**config.mk**
```make
export PLATFORM = sky130hd
export DESIGN_NAME = websocket_frame_parser_unit
export DESIGN_NICKNAME = d
export VERILOG_FILES = /design/src/design/wfp_pkg.sv /design/src/design/websocket_frame_parser_unit.sv /design/src/design/wfp_cfg_regs.sv /design/src/design/wfp_deframer.sv
export SDC_FILE = /design/constraint.sdc
export NUM_CORES = 1
export LEC_CHECK = 0
export ABC_AREA = 1
export BUFFER_PORTS_ARGS = -buffer_cell sky130_fd_sc_hd__buf_2
export CAP_MARGIN = 30
export CORE_MARGIN = 4
export CORE_UTILIZATION = 25
export DETAILED_ROUTE_END_ITERATION = 8
export GPL_TIMING_DRIVEN = 0
export PLACE_DENSITY = 0.42
export SLEW_MARGIN = 20
export SYNTH_ARGS = -nofsm -noshare
export SYNTH_HDL_FRONTEND = slang
export SYNTH_SLANG_ARGS = --single-unit
```
**constraint.sdc**
```tcl
create_clock -name i_clk -period 3.37 [get_ports i_clk]
set_input_delay 0.674 -clock i_clk [delete_from_list [all_inputs] [get_ports i_clk]]
set_output_delay 0.674 -clock i_clk [all_outputs]
set_load 0.02 [all_outputs]
```
**src/design/wfp_pkg.sv**
```systemverilog
`default_nettype none
package wfp_pkg;

    // Parse phases of the frame header and payload
    typedef enum logic [2:0] {
        PH_HDR0  = 3'd0,
        PH_HDR1  = 3'd1,
        PH_EXT16 = 3'd2,
        PH_EXT64 = 3'd3,
        PH_MASK  = 3'd4,
        PH_DATA  = 3'd5
    } t_phase;

    // Opcodes defined by the framing protocol
    localparam logic [3:0] OP_CONT   = 4'h0;
    localparam logic [3:0] OP_TEXT   = 4'h1;
    localparam logic [3:0] OP_BINARY = 4'h2;
    localparam logic [3:0] OP_CLOSE  = 4'h8;
    localparam logic [3:0] OP_PING   = 4'h9;
    localparam logic [3:0] OP_PONG   = 4'hA;

    // Frame status codes
    localparam logic [1:0] ST_OK       = 2'd0;
    localparam logic [1:0] ST_UNKNOWN  = 2'd1;
    localparam logic [1:0] ST_REJECTED = 2'd2;

    // Header byte fields
    localparam logic [6:0] LEN_EXT16 = 7'd126;
    localparam logic [6:0] LEN_EXT64 = 7'd127;

    // Configuration register map (byte address = 4 * index)
    localparam int         ADDR_W          = 3;
    localparam logic [0:0] REG_TEXT_ONLY   = 1'b0;

    typedef struct packed {
        logic [7:0] payload_byte;
        logic       last_of_frame;
        logic       empty_frame;
        logic [3:0] frame_opcode;
        logic       final_fragment;
        logic [1:0] frame_status;
    } t_result;

    function automatic logic [1:0] status_of(input logic [3:0] op, input logic text_only);
        logic [1:0] st;
        if (text_only) begin
            st = (op == OP_TEXT) ? ST_OK : ST_REJECTED;
        end else begin
            case (op)
                OP_CONT, OP_TEXT, OP_BINARY, OP_CLOSE, OP_PING, OP_PONG: st = ST_OK;
                default: st = ST_UNKNOWN;
            endcase
        end
        return st;
    endfunction

endpackage
`default_nettype wire

```
**src/design/websocket_frame_parser_unit.sv**
```systemverilog
`default_nettype none
// Path: an input transfer is held in the input register; its result is then held in
//   the result register on the master side. Throughput: one byte per cycle while the
//   master side accepts results, with the header/payload update between the registers.
// Reset: synchronous, active low; parser returns to the first header byte,
//   both pipeline registers empty, text-only mode cleared.
module websocket_frame_parser_unit (
    input  wire logic                       i_clk,
    input  wire logic                       i_rst_n,
    // Input stream
    input  wire logic                       i_s_axis_tvalid,
    output logic                            o_s_axis_tready,
    input  wire logic [7:0]                 i_s_axis_tdata,   // [7:0] stream_byte
    // Result stream
    output logic                            o_m_axis_tvalid,
    input  wire logic                       i_m_axis_tready,
    output logic      [7:0]                 o_m_axis_tdata,   // [7:0] payload_byte
    output logic                            o_m_axis_tlast,   // last_of_frame
    output logic      [7:0]                 o_m_axis_tuser,   // [0] empty_frame,
                                                              // [4:1] frame_opcode,
                                                              // [5] final_fragment,
                                                              // [7:6] frame_status
    // Configuration
    input  wire logic                       psel,
    input  wire logic                       penable,
    input  wire logic                       pwrite,
    input  wire logic [wfp_pkg::ADDR_W-1:0] paddr,
    input  wire logic [31:0]                pwdata,
    output logic      [31:0]                prdata,
    output logic                            pready
);
    import wfp_pkg::*;

    logic       text_only;
    logic       r_in_valid;
    logic [7:0] r_in_byte;
    logic       r_out_valid;
    t_result    r_out;
    logic       advance;
    logic       step;
    logic       res_valid;
    t_result    res;

    wfp_cfg_regs u_cfg (
        .i_clk       (i_clk),
        .i_rst_n     (i_rst_n),
        .psel        (psel),
        .penable     (penable),
        .pwrite      (pwrite),
        .paddr       (paddr),
        .pwdata      (pwdata),
        .prdata      (prdata),
        .pready      (pready),
        .o_text_only (text_only)
    );

    // Result register is free when empty or being drained this cycle
    assign advance = !r_out_valid || i_m_axis_tready;
    // Parser consumes the held byte only when its result has somewhere to go
    assign step    = r_in_valid && advance;
    // Input register takes a new byte when empty or handing its byte on
    assign o_s_axis_tready = !r_in_valid || advance;

    always_ff @(posedge i_clk) begin
        if (!i_rst_n) begin
            r_in_valid <= 1'b0;
        end else if (o_s_axis_tready) begin
            r_in_valid <= i_s_axis_tvalid;
        end
    end

    // Payload register: no reset needed
    always_ff @(posedge i_clk) begin
        if (o_s_axis_tready) begin
            r_in_byte <= i_s_axis_tdata;
        end
    end

    wfp_deframer u_deframer (
        .i_clk       (i_clk),
        .i_rst_n     (i_rst_n),
        .i_step      (step),
        .i_byte      (r_in_byte),
        .i_text_only (text_only),
        .o_res_valid (res_valid),
        .o_res       (res)
    );

    // Header bytes leave a bubble; payload bytes and empty frames load a result
    always_ff @(posedge i_clk) begin
        if (!i_rst_n) begin
            r_out_valid <= 1'b0;
        end else if (advance) begin
            r_out_valid <= step && res_valid;
        end
    end

    always_ff @(posedge i_clk) begin
        if (advance) begin
            r_out <= res;
        end
    end

    assign o_m_axis_tvalid = r_out_valid;
    assign o_m_axis_tdata  = r_out.payload_byte;
    assign o_m_axis_tlast  = r_out.last_of_frame;
    assign o_m_axis_tuser  = {r_out.frame_status, r_out.final_fragment,
                              r_out.frame_opcode, r_out.empty_frame};

endmodule
`default_nettype wire

```
**src/design/wfp_cfg_regs.sv**
```systemverilog
`default_nettype none
module wfp_cfg_regs (
    input  wire logic                       i_clk,
    input  wire logic                       i_rst_n,
    input  wire logic                       psel,
    input  wire logic                       penable,
    input  wire logic                       pwrite,
    input  wire logic [wfp_pkg::ADDR_W-1:0] paddr,
    input  wire logic [31:0]                pwdata,
    output logic      [31:0]                prdata,
    output logic                            pready,
    output logic                            o_text_only
);
    import wfp_pkg::*;

    logic r_text_only;
    logic wr_en;

    assign pready = 1'b1;
    assign wr_en  = psel && penable && pwrite && (paddr[ADDR_W-1] == REG_TEXT_ONLY);

    always_ff @(posedge i_clk) begin
        if (!i_rst_n) begin
            r_text_only <= 1'b0;
        end else if (wr_en) begin
            r_text_only <= pwdata[0];
        end
    end

    always_comb begin
        prdata = 32'd0;
        if (paddr[ADDR_W-1] == REG_TEXT_ONLY) begin
            prdata[0] = r_text_only;
        end
    end

    assign o_text_only = r_text_only;

endmodule
`default_nettype wire

```
**src/design/wfp_deframer.sv**
```systemverilog
`default_nettype none
module wfp_deframer (
    input  wire logic             i_clk,
    input  wire logic             i_rst_n,
    input  wire logic             i_step,
    input  wire logic [7:0]       i_byte,
    input  wire logic             i_text_only,
    output logic                  o_res_valid,
    output wfp_pkg::t_result      o_res
);
    import wfp_pkg::*;

    t_phase      r_phase,     n_phase;
    logic [3:0]  r_opcode,    n_opcode;
    logic        r_fin,       n_fin;
    logic        r_masked,    n_masked;
    logic [63:0] r_len,       n_len;
    logic [2:0]  r_hdr_cnt,   n_hdr_cnt;
    logic [31:0] r_key,       n_key;
    logic [1:0]  r_mask_pos,  n_mask_pos;
    logic [63:0] r_remaining, n_remaining;

    always_ff @(posedge i_clk) begin
        if (!i_rst_n) begin
            r_phase     <= PH_HDR0;
            r_opcode    <= 4'd0;
            r_fin       <= 1'b0;
            r_masked    <= 1'b0;
            r_len       <= 64'd0;
            r_hdr_cnt   <= 3'd0;
            r_key       <= 32'd0;
            r_mask_pos  <= 2'd0;
            r_remaining <= 64'd0;
        end else if (i_step) begin
            r_phase     <= n_phase;
            r_opcode    <= n_opcode;
            r_fin       <= n_fin;
            r_masked    <= n_masked;
            r_len       <= n_len;
            r_hdr_cnt   <= n_hdr_cnt;
            r_key       <= n_key;
            r_mask_pos  <= n_mask_pos;
            r_remaining <= n_remaining;
        end
    end

    always_comb begin
        logic        len_done;
        logic [7:0]  key_byte;
        logic [63:0] rem_dec;
        len_done    = 1'b0;
        key_byte    = 8'd0;
        rem_dec     = r_remaining - 64'd1;

        n_phase     = r_phase;
        n_opcode    = r_opcode;
        n_fin       = r_fin;
        n_masked    = r_masked;
        n_len       = r_len;
        n_hdr_cnt   = r_hdr_cnt;
        n_key       = r_key;
        n_mask_pos  = r_mask_pos;
        n_remaining = r_remaining;

        o_res_valid          = 1'b0;
        o_res.payload_byte   = 8'd0;
        o_res.last_of_frame  = 1'b0;
        o_res.empty_frame    = 1'b0;
        o_res.frame_opcode   = r_opcode;
        o_res.final_fragment = r_fin;
        o_res.frame_status   = status_of(r_opcode, i_text_only);

        case (r_phase)
            PH_HDR1: begin
                n_masked  = i_byte[7];
                n_hdr_cnt = 3'd0;
                n_len     = 64'd0;
                if (i_byte[6:0] == LEN_EXT16) begin
                    n_phase = PH_EXT16;
                end else if (i_byte[6:0] == LEN_EXT64) begin
                    n_phase = PH_EXT64;
                end else begin
                    n_len    = {57'd0, i_byte[6:0]};
                    len_done = 1'b1;
                end
            end
            PH_EXT16, PH_EXT64: begin
                n_len = {r_len[55:0], i_byte};
                if (r_hdr_cnt >= ((r_phase == PH_EXT16) ? 3'd1 : 3'd7)) begin
                    len_done = 1'b1;
                end else begin
                    n_hdr_cnt = r_hdr_cnt + 3'd1;
                end
            end
            PH_MASK: begin
                n_key = {r_key[23:0], i_byte};
                if (r_hdr_cnt >= 3'd3) begin
                    // Key complete: start payload or emit the empty-frame result
                    n_mask_pos = 2'd0;
                    n_hdr_cnt  = 3'd0;
                    if (r_len == 64'd0) begin
                        n_phase             = PH_HDR0;
                        n_remaining         = 64'd0;
                        o_res_valid         = 1'b1;
                        o_res.last_of_frame = 1'b1;
                        o_res.empty_frame   = 1'b1;
                    end else begin
                        n_remaining = r_len;
                        n_phase     = PH_DATA;
                    end
                end else begin
                    n_hdr_cnt = r_hdr_cnt + 3'd1;
                end
            end
            PH_DATA: begin
                if (r_masked) begin
                    case (r_mask_pos)
                        2'd0:    key_byte = r_key[31:24];
                        2'd1:    key_byte = r_key[23:16];
                        2'd2:    key_byte = r_key[15:8];
                        default: key_byte = r_key[7:0];
                    endcase
                end
                n_mask_pos          = r_mask_pos + 2'd1;
                n_remaining         = rem_dec;
                o_res_valid         = 1'b1;
                o_res.payload_byte  = i_byte ^ key_byte;
                o_res.last_of_frame = (rem_dec == 64'd0);
                if (rem_dec == 64'd0) begin
                    n_phase = PH_HDR0;
                end
            end
            default: begin
                n_fin      = i_byte[7];
                n_opcode   = i_byte[3:0];
                n_masked   = 1'b0;
                n_len      = 64'd0;
                n_hdr_cnt  = 3'd0;
                n_mask_pos = 2'd0;
                n_phase    = PH_HDR1;
            end
        endcase

        // Length known: fetch the key when masked, else start the payload or emit the empty-frame result
        if (len_done) begin
            n_hdr_cnt = 3'd0;
            if (n_masked) begin
                n_key   = 32'd0;
                n_phase = PH_MASK;
            end else begin
                n_mask_pos = 2'd0;
                if (n_len == 64'd0) begin
                    n_phase             = PH_HDR0;
                    n_remaining         = 64'd0;
                    o_res_valid         = 1'b1;
                    o_res.last_of_frame = 1'b1;
                    o_res.empty_frame   = 1'b1;
                end else begin
                    n_remaining = n_len;
                    n_phase     = PH_DATA;
                end
            end
        end
    end

endmodule
`default_nettype wire
```
**Yosys cells after proc, flatten, opt, wreduce, memory -nomap -nowiden**

Cells that the tools add are included.

- Register bits: 202
- Bits of input ports: 50
- Output and inout port bits: 52
- Word-level logic and storage cells: 125

- $add $sub $neg: 3
- Magnitude comparators: 2
- Equality and inequality tests: 20
- Multiplexer cells: 55
- Bitwise operators: 3
- Reductions and logical operators: 23

Operators with widths:

| kind | number |
|---|---|
| 64-bit 2-to-1 mux | 6 |
| 64-bit zero test | 3 |
| 64-bit case mux with 3 select lines | 1 |
| 64-bit case mux with 2 select lines | 1 |
| 32-bit 2-to-1 mux | 3 |
| 64-bit by 1-bit subtractor with 64-bit output (second input constant) | 1 |
| 3-bit 2-to-1 mux | 12 |
| 8-bit case mux with 3 select lines | 1 |
| 2-bit 2-to-1 mux | 10 |
| 8-bit 2-to-1 mux | 2 |
| 7-bit equality test (second input constant) | 2 |
| 4-bit equality test (second input constant) | 3 |
| 3-bit case mux with 4 select lines | 1 |
| 1-bit 2-to-1 mux | 11 |
| 3-bit case mux with 3 select lines | 1 |
| 1-bit case mux with 2 select lines | 4 |
| 8-bit bitwise XOR | 1 |
| 7-bit 2-to-1 mux | 1 |
| 3-bit by 2-bit equality test with 1-bit output (second input constant) | 2 |
| 3-bit equality test (second input constant) | 2 |
| 3-bit by 1-bit inequality test with 1-bit output (second input constant) | 2 |
| 2-bit case mux with 3 select lines | 1 |
| 6-bit OR reduction | 1 |
| 1-bit logical AND | 5 |
| 24 further kinds | 29 |

**Longest topological paths before layout**

Gate-level depths: netlist of run 1.

- Depth in word-level cells: 9
- Mapped depth: 21
- Mapped depth without buffers: 20

**By module**

Synthesis of run 1 repeated with hierarchy kept, for this count alone.

- Cell total of the unflattened synthesis: 2110
- Area, all modules: 13524.2 sq um

By module, submodules not included:

| module | instances | cells an instance | area an instance (sq um) | sequential area each (sq um) |
|---|---|---|---|---|
| wfp_deframer | 1 | 2028 | 12369.4 | 3483.3 |
| websocket_frame_parser_unit | 1 | 36 | 840.8 | 790.8 |
| wfp_cfg_regs | 1 | 46 | 314.1 | 20.0 |

**Least setup slack after synthesis of run 1**

Ideal clock, no wire load.

- Kind: input to register
- Start: in i_m_axis_tready
- End: reg u_deframer.r_mask_pos[1]
- Setup time: 0.070 ns
- Arrival time: 2.385 ns
- Required time: 3.300 ns
- Path slack: 0.915 ns
- Stages on the path: 8
- Buffers on the path: 2
- Cell sequence: inv_1 nand2_1 nand2_1 inv_1 clkbuf_1 buf_1 o211ai_1 a21oi_1

- Longest elaborated chain between the ends: 2

Ends and longest elaborated chain:

| item | line | RTL |
|---|---|---|
| start, declared | websocket_frame_parser_unit.sv:16 | `input wire logic i_m_axis_tready,` |
| 1-bit logical OR | websocket_frame_parser_unit.sv:58 | `assign advance = !r_out_valid \|\| i_m_axis_tready;` |
| 1-bit logical AND | websocket_frame_parser_unit.sv:60 | `assign step = r_in_valid && advance;` |
| end signal, assigned | wfp_deframer.sv:42 | `r_mask_pos <= n_mask_pos;` |
| end, declared | wfp_deframer.sv:20 | `logic [1:0] r_mask_pos, n_mask_pos;` |

No other way between the ends.
A chain may end at the register's enable or synchronous reset.

**Final worst setup path of run 1**

- Start: reg u_deframer.r_phase[2]
- End: reg u_deframer.r_remaining[41]

- Longest elaborated chain between the ends: 7
- Elaborated cells between the ends (all ways): 19
- Those cells by class: 1 x order compare; 5 x eq/ne; 9 x mux; 4 x reduce/logical

Ends and longest elaborated chain:

| item | line | RTL |
|---|---|---|
| start, declared | wfp_deframer.sv:13 | `t_phase r_phase, n_phase;` |
| start signal, assigned | wfp_deframer.sv:35 | `r_phase <= n_phase;` |
| 3-bit equality test (tied with other cells) | wfp_deframer.sv:73 | `case (r_phase)` |
| 2-bit OR reduction, on equally long branches | n/a |  |
| 64-bit case mux with 3 select lines | wfp_deframer.sv:73 |  |
| 64-bit zero test | wfp_deframer.sv:152 | `if (n_len == 64'd0) begin` |
| 64-bit 2-to-1 mux | wfp_deframer.sv:152 |  |
| 64-bit 2-to-1 mux | wfp_deframer.sv:147 | `if (n_masked) begin` |
| 64-bit 2-to-1 mux * | wfp_deframer.sv:145 | `if (len_done) begin` |
| end signal, assigned | wfp_deframer.sv:43 | `r_remaining <= n_remaining;` |
| end, declared | wfp_deframer.sv:21 | `logic [63:0] r_remaining, n_remaining;` |

Mark *: on every way between the ends. The rest lies on a longest branch, timed or not.

==> results of run 1 <==
==> synthesized netlist by cell type, types with 31 or more instances <==
master / count / area share, %
o22ai_1: 59 / 2.8
nor3_1: 31 / 1.2
nand2_1: 469 / 13
clkbuf_1: 72 / 2.1
nand3_1: 135 / 5.2
a21oi_1: 207 / 7.9
nor2_1: 276 / 7.9
a211oi_1: 39 / 2.2
dfxtp_1: 177 / 27
o21ai_0: 159 / 6.1
buf_4: 36 / 2.1
inv_1: 236 / 6.8
==> cell families after synthesis <==
group | after synthesis | share of synthesized area, %
AOI/OAI and AO/OA | 506 | 21.6
xor gates and xnor gates | 7 | 0.468
adders and majority gates | 10 | 0.954
buffers and inverters | 382 | 12.2
DFF | 202 | 32.8
other | 2 | 0.0573
and+or+nand+nor | 993 | 32.0
==> per-layer routing <==
layer  vias up  track usage [%]  wire length, µm
met2       494             36.6            30400
li1       7136                -                -
met5         -                0               32
met4         4             5.89             1780
met3        93             2.45             2990
met1      7020             26.5            26400
==> path summary, 6_finish.rpt <==
path / end / cells after the start
worst max register to register: u_deframer.r_remaining[41]$_SDFFE_PN0P_ / 16
worst max-delay path: u_deframer.r_remaining[41]$_SDFFE_PN0P_ / 16
worst min register to register: o_m_axis_tuser[5]$_DFFE_PN_ / 0
worst min-delay path: r_in_byte[0]$_DFFE_PP_ / 1
==> flip-flops by register name, indices dropped and copies added (netlist names), 2 cells and up <==
signal                  cells
u_deframer.r_len           64
u_deframer.r_remaining     64
u_deframer.r_key           32
o_m_axis_tdata              8
o_m_axis_tuser              8
r_in_byte                   8
u_deframer.r_opcode         4
u_deframer.r_hdr_cnt        3
u_deframer.r_phase          3
u_deframer.r_mask_pos       2
==> through the flow <==
stage / utilization [%] / setup TNS, ns / instance area, µm² / hold WS, ns
floorplan: - / 0 / 13200 / 0.403
global placement: 27.6 / -50.20 / 14200 / 0.427
detailed placement: 27.6 / -48.32 / 14200 / 0.421
CTS: 29.2 / 0 / 15100 / 0.291
global route: 29.3 / -0.0111 / 15100 / 0.290
finish: 29.3 / 0 / 15100 / 0.308
==> area by class of cell <==
| cell class | count | share of cell area, % |
|---|---|---|
| plain buffers | 137 | 4.54 |
| clock buffers | 29 | 4.24 |
| clock inverters | 15 | 1.13 |
| inverters | 244 | 6.06 |
| multi-input cells | 1548 | 48.7 |
| flip-flops and latches | 202 | 28.4 |
| well taps | 680 | 5.63 |
| repair buffers | 36 | 1.23 |
==> power by group through the flow <==
stage / Clock [mW] / Sequential, mW / Combinational [mW]
final: 2.77 / 2.77 / 1.72
after global routing: 2.93 / 2.78 / 1.88
after detailed placement: 0 / 2.82 / 1.67
after global placement: 0 / 2.81 / 1.67
after floorplan: 0 / 2.75 / 1.14
after CTS: 2.81 / 2.76 / 1.68
==> layout by cell type (no fill, tap or decap), types with 32 or more instances in the layout <==
cell type and instances:
a21oi_1 206, dfxtp_1 177, buf_4 36, nand2_1 467, nand3_1 133, conb_1 32
inv_1 236, clkbuf_1 70, a211oi_1 39, buf_2 57, o21ai_0 159, nor2_1 275
o22ai_1 59
==> repair_timing <==
action | in CTS | in global routing
gates cloned | 0 | 0
setup endpoints to repair | 65 | 63
gates resized for setup | 6 | 13
==> results.txt, run 1 <==
Vias in the first global route - 13800
Quantity of I/O buffers inserted on ports - 35
Worst stage delay on the critical path - 0.41 ns
Register share of total power - 38.1%
Final Hold Fails - 0
Max FO, Critical Path - 10
P_leak - 6.24 nW
Setup violation total in the final timing report - 0
Skew final - 0.0107 ns
Hold Path Origin - i_s_axis_tdata[0]
WL/cell - 21.3 µm
Post-synthesis cell type count - 43
DPL Wire Length - 49100 µm
Post-CTS setup buffers - 0
Gr ovfl total - 0
WP data required - 3.85 ns
RSZ-0062 raised after global routing - true
Power density over the cells - 480 nW/µm²
R2R Path Start - u_deframer.r_phase[2]$_SDFFE_PN0P_
Fin cells - 2891
Synth Flop Type - dfxtp_1
Via/cell ratio - 5.10
# rows - 83
CTS root buf - clkbuf_16
Die Y - 237 µm
Layout cell share with drive strength beyond 1 - 7.82%
Initial Util - 25.4%
Crit-path slowest cell - dfxtp_1
IO Count - 102
Largest net degree at the start of global routing - 20
Clock sinks - 202
Maximum vdd drop - 0.288 mV
Final worst slack - 0.123 ns
Reg area - 4290 µm²
Clock-pin transition on the worst setup and hold timing paths - 0.06 ns
Clock power frac - 38.1%
Mapped Cells - 2102
Final ANT Viol Nets - 0
Slew @ Worst Pin - 0.955 ns
CP Cell Sequence - inv_2, nand2_2, buf_4, nor2_1, ha_1, nand2_1, nor2_1, a211oi_1, o21ai_2, nand3_2, clkinv_1, and2_1, buf_2, buf_2, nand2_1, a21oi_1
Via count - 14700
Filler cells - 5892
Headroom to the max-slew limit - 36.3%
Reg-to-reg slack, setup - 0.12 ns
Initial antenna violation count - 2
Dpl ws - -0.743 ns
Critical path arrival - 3.72 ns
Final Net Count - 2253
CTS tree - built
NetSw - 2.59 mW
Clock latency on the worst-skew pair - 0.55 ns
Worst path buffer plus inverter count - 5
Initial DRC count - 1413
Synth async-reset ratio - 0%
Share of the yosys chip area belonging to registers - 32.8%
Critical Path Source - u_deframer.r_phase[2]$_SDFFE_PN0P_
Clk buf depth - 3
First-pass GRT wire length - 88400 µm
Power Total - 7.25 mW
Number of diodes - 0
H-tree levels - 1
Core Region - 51600 µm²
Int Pwr - 4.66 mW
Delay-heaviest family, CP - buffers and inverters
Avg Cell Area, Syn - 6.24 µm²
Yosys reg bits - 202
Startpoint types - flip-flop
Slew Limit Fails - 0
Final GP Congestion - 0.916
Final Cycle Share - 96.4%
Switch share - 35.8%
Layout area overhead - 15.2%
CTS buffer count - 24
Placed cells - 2847
Die Wd - 237 µm
Hold buffers post-CTS - 0
Overall Global Routing Usage - 20.7%
Worst hold path class - in -> reg
Synthesized area - 13100 µm²
Part of the power in combinational logic - 23.8%
MaxCap Viol Count - 0
Pre-antenna DRT Iters - 5
Die Area - 56200 µm²
Ys Warns - 0
Status - finished, final reports clean
Minimum clock period - 3.25 ns
Multi-input logic area - 7360 µm²
Crit path kind - reg -> reg
Final wirelength - 61600 µm
CP endpoint kind - flip-flop
Number of remaining DRC errors - 0
Post-synth EDFFs - 25
Fmax - 0.308 GHz
(Power assumes the default switching activity.)
==> run 2, diff against run 1 <==
ABC_AREA = unset   (was 1)
CAP_MARGIN = unset   (was 30)
==> run 2 against run 1 <==
  * The flow now finishes with violations (setup timing)
  * Clock skew increased by 0.0092 ns
  * Via count fell by 5.3%
  * Register-to-register slack got worse by 0.20 ns
  * Die area decreased by 3.7%
  * Utilization up 2.2 points
  * Power fell by 4.1%
  * Critical path depth decreased by 3
  * Fmax down 5.9%
  * Combinational power fell by 19%
  * Design area up 4.1%
  * Critical endpoint is now u_deframer.r_phase[2]$_SDFFE_PN0P_
  * Largest power group is now the clock network
==> results.txt, run 2 <==
Die Wd - 233 µm (-1.9%)
Vias in the first global route - 13400 (-3.2%)
Worst Reg-to-Reg Cells - 13 (-3)
Fmax - 0.290 GHz (-5.9%)
Startpoint types - flip-flop
CP endpoint kind - flip-flop
Minimum clock period - 3.45 ns (+0.203 ns)
CTS buffer count - 26 (+8.3%)
Critical path arrival - 3.92 ns (+0.20 ns)
WHS Endpoint - r_in_byte[7]$_DFFE_PP_
Final Util - 31.5% (+2.2 points)
H-tree levels - 1 (unchanged)
Clock sinks - 202 (unchanged)
Most frequent cells in the layout - dfxtp_1, nand2_1, a21oi_1
Layout area overhead - 24.7%
Crit path kind - reg -> reg
Synth Flop Type - dfxtp_1
CTS root buf - clkbuf_16
Hold WS - 0.302 ns (-0.00607 ns)
Number of diodes - 0 (unchanged)
# rows - 82 (-1.2%)
Avg Cell Area, Syn - 7.87 µm² (+26%)
Via/cell ratio - 5.77 (+13%)
Final worst slack - -0.0798 ns (-0.203 ns)
Final wirelength - 61500 µm (-0.20%)
Final TNS setup - -0.297 ns (-0.297 ns)
Initial DRC count - 1700 (+20%)
Number of remaining DRC errors - 0 (unchanged)
R2R Path Start - u_deframer.r_remaining[1]$_SDFFE_PN0P_
Initial Util - 25.2% (-0.16 points)
Largest net degree at the start of global routing - 21 (+5.0%)
Status - finished, violations left
Final Net Count - 1792 (-20%)
Setup violation total in the final timing report - 10 (+10)
Initial antenna violation count - 1 (-1)
Clk buf depth - 3 (unchanged)
Final Hold Fails - 0 (unchanged)
Die Area - 54100 µm² (-3.7%)
Placed cells - 2341 (-18%)
Failing checks - setup timing
Post-synthesis cell type count - 74 (+72%)
Die Y - 233 µm (-1.9%)
Largest regs - u_deframer.r_len x64, u_deframer.r_remaining x64, u_deframer.r_key x32
Clock-pin transition on the worst setup and hold timing paths - 0.06 ns (about the same)
Headroom to the max-slew limit - 38.8% (+2.4 points)
Post-synth top cells - dfxtp_1, nand2_1, clkbuf_1
Mapped Cells - 1603 (-24%)
DPL Wire Length - 44300 µm (-9.9%)
Dominant cells by area after synthesis - dfxtp_1, a22oi_1, edfxtp_1
Share of the yosys chip area belonging to registers - 34.1% (+1.3 points)
Worst stage delay on the critical path - 0.55 ns (+0.14 ns)
WL/cell - 25.4 µm (+19%)
R2R Path End - u_deframer.r_phase[2]$_SDFFE_PN0P_
Via count - 14000 (-5.3%)
Fin cells - 2422 (-16%)
Skew final - 0.0198 ns (+0.00919 ns)
First-pass GRT wire length - 90800 µm (+2.7%)
MaxCap Viol Count - 0 (unchanged)
Clock latency on the worst-skew pair - 0.56 ns (about the same)
Hold path depth - 1 (unchanged)
Core Region - 50000 µm² (-3.2%)
Pre-antenna DRT Iters - 7 (+2)
CP Cell Sequence - inv_4, ha_4, nor3b_4, nand4_1, buf_6, buf_6, nor4_4, xor2_2, or4b_4, nor4_4, nand4_1, nand2_2, mux2i_1
Cell accounting for the most synthesized area - dfxtp_1
IO Count - 102 (unchanged)
RSZ-0062 raised after global routing - true
P_leak - 5.47 nW (-12%)
Crit-path slowest cell - or4b_4
Layout cell share with drive strength beyond 1 - 17.4% (+9.5 points)
Most common cell after layout, fill and taps aside - dfxtp_1
Reg-to-reg slack, setup - -0.08 ns (-0.20 ns)
Final Cycle Share - 102% (+6.0 points)
WP data required - 3.84 ns (about the same)
Post-synth EDFFs - 25 (unchanged)
Hold Path Origin - i_s_axis_tdata[7]
Overall Global Routing Usage - 22.0% (+1.3 points)
CTS tree - built
Hold buffers post-CTS - 0 (unchanged)
Power density over the cells - 442 nW/µm² (-7.9%)
Final ANT Viol Nets - 0 (unchanged)
Synthesized area - 12600 µm² (-3.8%)
Slew Limit Fails - 0 (unchanged)
Slew @ Worst Pin - 0.910 ns (-0.0451 ns)
Quantity of I/O buffers inserted on ports - 35 (unchanged)
Maximum vdd drop - 0.351 mV (+22%)
Yosys reg bits - 202 (unchanged)
Ys Warns - 0 (unchanged)
Gr ovfl total - 0 (unchanged)
Worst hold path class - in -> reg
Dpl ws - -1.54 ns (-0.800 ns)
Synth async-reset ratio - 0% (unchanged)
Most numerous cell in the Yosys netlist - dfxtp_1
Top cell type's share of synthesized area - 28.1% (+1.1 points)
Final GP Congestion - 0.966 (+5.5%)
Max FO, Critical Path - 6 (-4)
==> run 2: cell types whose count changed after synthesis, sizes merged, moves of 31 or more <==
cell	change
nand3	-108
nor2b	+78
o21ai	-39
a21oi	-77
inv	-230
nor4	+57
clkbuf	+67
a211oi	-31
o22ai	-51
nor2	-196
a22oi	+93
nand2	-304
==> run 2: layer usage <==
metal / vias to the layer above / GRT usage, % / share of wire (%)
met4: 0 / 8.27 / 3.9
li1: 6278 / - / -
met5: - / 0 / 0
met3: 146 / 4.82 / 10
met2: 819 / 32.1 / 42
met1: 6722 / 31.6 / 44
==> run 2: area by class of cell <==
type	instances	area, µm²
repair buffers	88	597
multi-input cells	1224	8120
clock inverters	16	161
well taps	672	841
flip-flops and latches	202	4320
plain buffers	179	931
inverters	11	47.5
fillers	5326	34200
clock buffers	30	718
==> run 2: logic make-up (layout without fill, tap and decap cells) <==
kind of cell,Yosys count,count (layout),share of synthesized area (%)
xor+xnor,31,31,2.15
flops,202,202,34.1
compound gates,568,568,30.7
fa+ha+maj,10,10,0.992
buf+inv,207,324,7.34
mux,12,12,0.953
simple gates,571,571,23.8
other cells,2,32,0.0596
==> run 2: timing repair <==
item / CTS / global route
pin swaps: 34 / 20
setup buffers: 41 / 11
setup endpoints to repair: 107 / 60
resized for setup: 128 / 62
==> run 2: metrics by stage <==
stage | cell area [µm²] | power (mW)
after floorplan | 12700 | 3.38
after global placement | 13700 | 3.77
after detailed placement | 13800 | 3.76
after CTS | 15500 | 6.91
after global routing | 15700 | 7.18
final | 15700 | 6.96
==> run 2: worst max-delay path, delay by kind of cell (launching register included) <==
kind / cells / cell delay (ns)
and+or+nand+nor: 7 / 2.12
DFF: 1 / 0.38
buffers and inverters: 3 / 0.37
muxes: 1 / 0.21
xor gates and xnor gates: 1 / 0.14
adders and majority gates: 1 / 0.14
==> run 2: power by group <==
group | total [mW] | internal [mW] | leakage, nW | switching (mW)
logic | 1.39 | 0.511 | 3.30 | 0.883
clock network | 2.91 | 1.75 | 0.435 | 1.17
registers | 2.65 | 2.51 | 1.73 | 0.146
total | 6.96 | 4.76 | 5.47 | 2.20
==> run 2: how the worst max path moves through the flow <==
| stage | slack (ns) | startpoint | endpoint | cells after the start |
|---|---|---|---|---|
| 2_1_floorplan | 0.11 | u_deframer.r_remaining[0]$_SDFFE_PN0P_ | o_m_axis_tlast$_DFFE_PN_ | 12 |
| 3_3_place_gp | -2.54 | u_deframer.r_remaining[0]$_SDFFE_PN0P_ | o_m_axis_tlast$_DFFE_PN_ | 12 |
| 3_5_place_dp | -1.54 | u_deframer.r_remaining[0]$_SDFFE_PN0P_ | u_deframer.r_phase[2]$_SDFFE_PN0P_ | 11 |
| 4_1_cts | -0.05 | u_deframer.r_remaining[14]$_SDFFE_PN0P_ | u_deframer.r_phase[2]$_SDFFE_PN0P_ | 13 |
| 5_1_grt | -0.18 | u_deframer.r_remaining[9]$_SDFFE_PN0P_ | u_deframer.r_phase[2]$_SDFFE_PN0P_ | 12 |
| 6_report | -0.08 | u_deframer.r_remaining[1]$_SDFFE_PN0P_ | u_deframer.r_phase[2]$_SDFFE_PN0P_ | 13 |
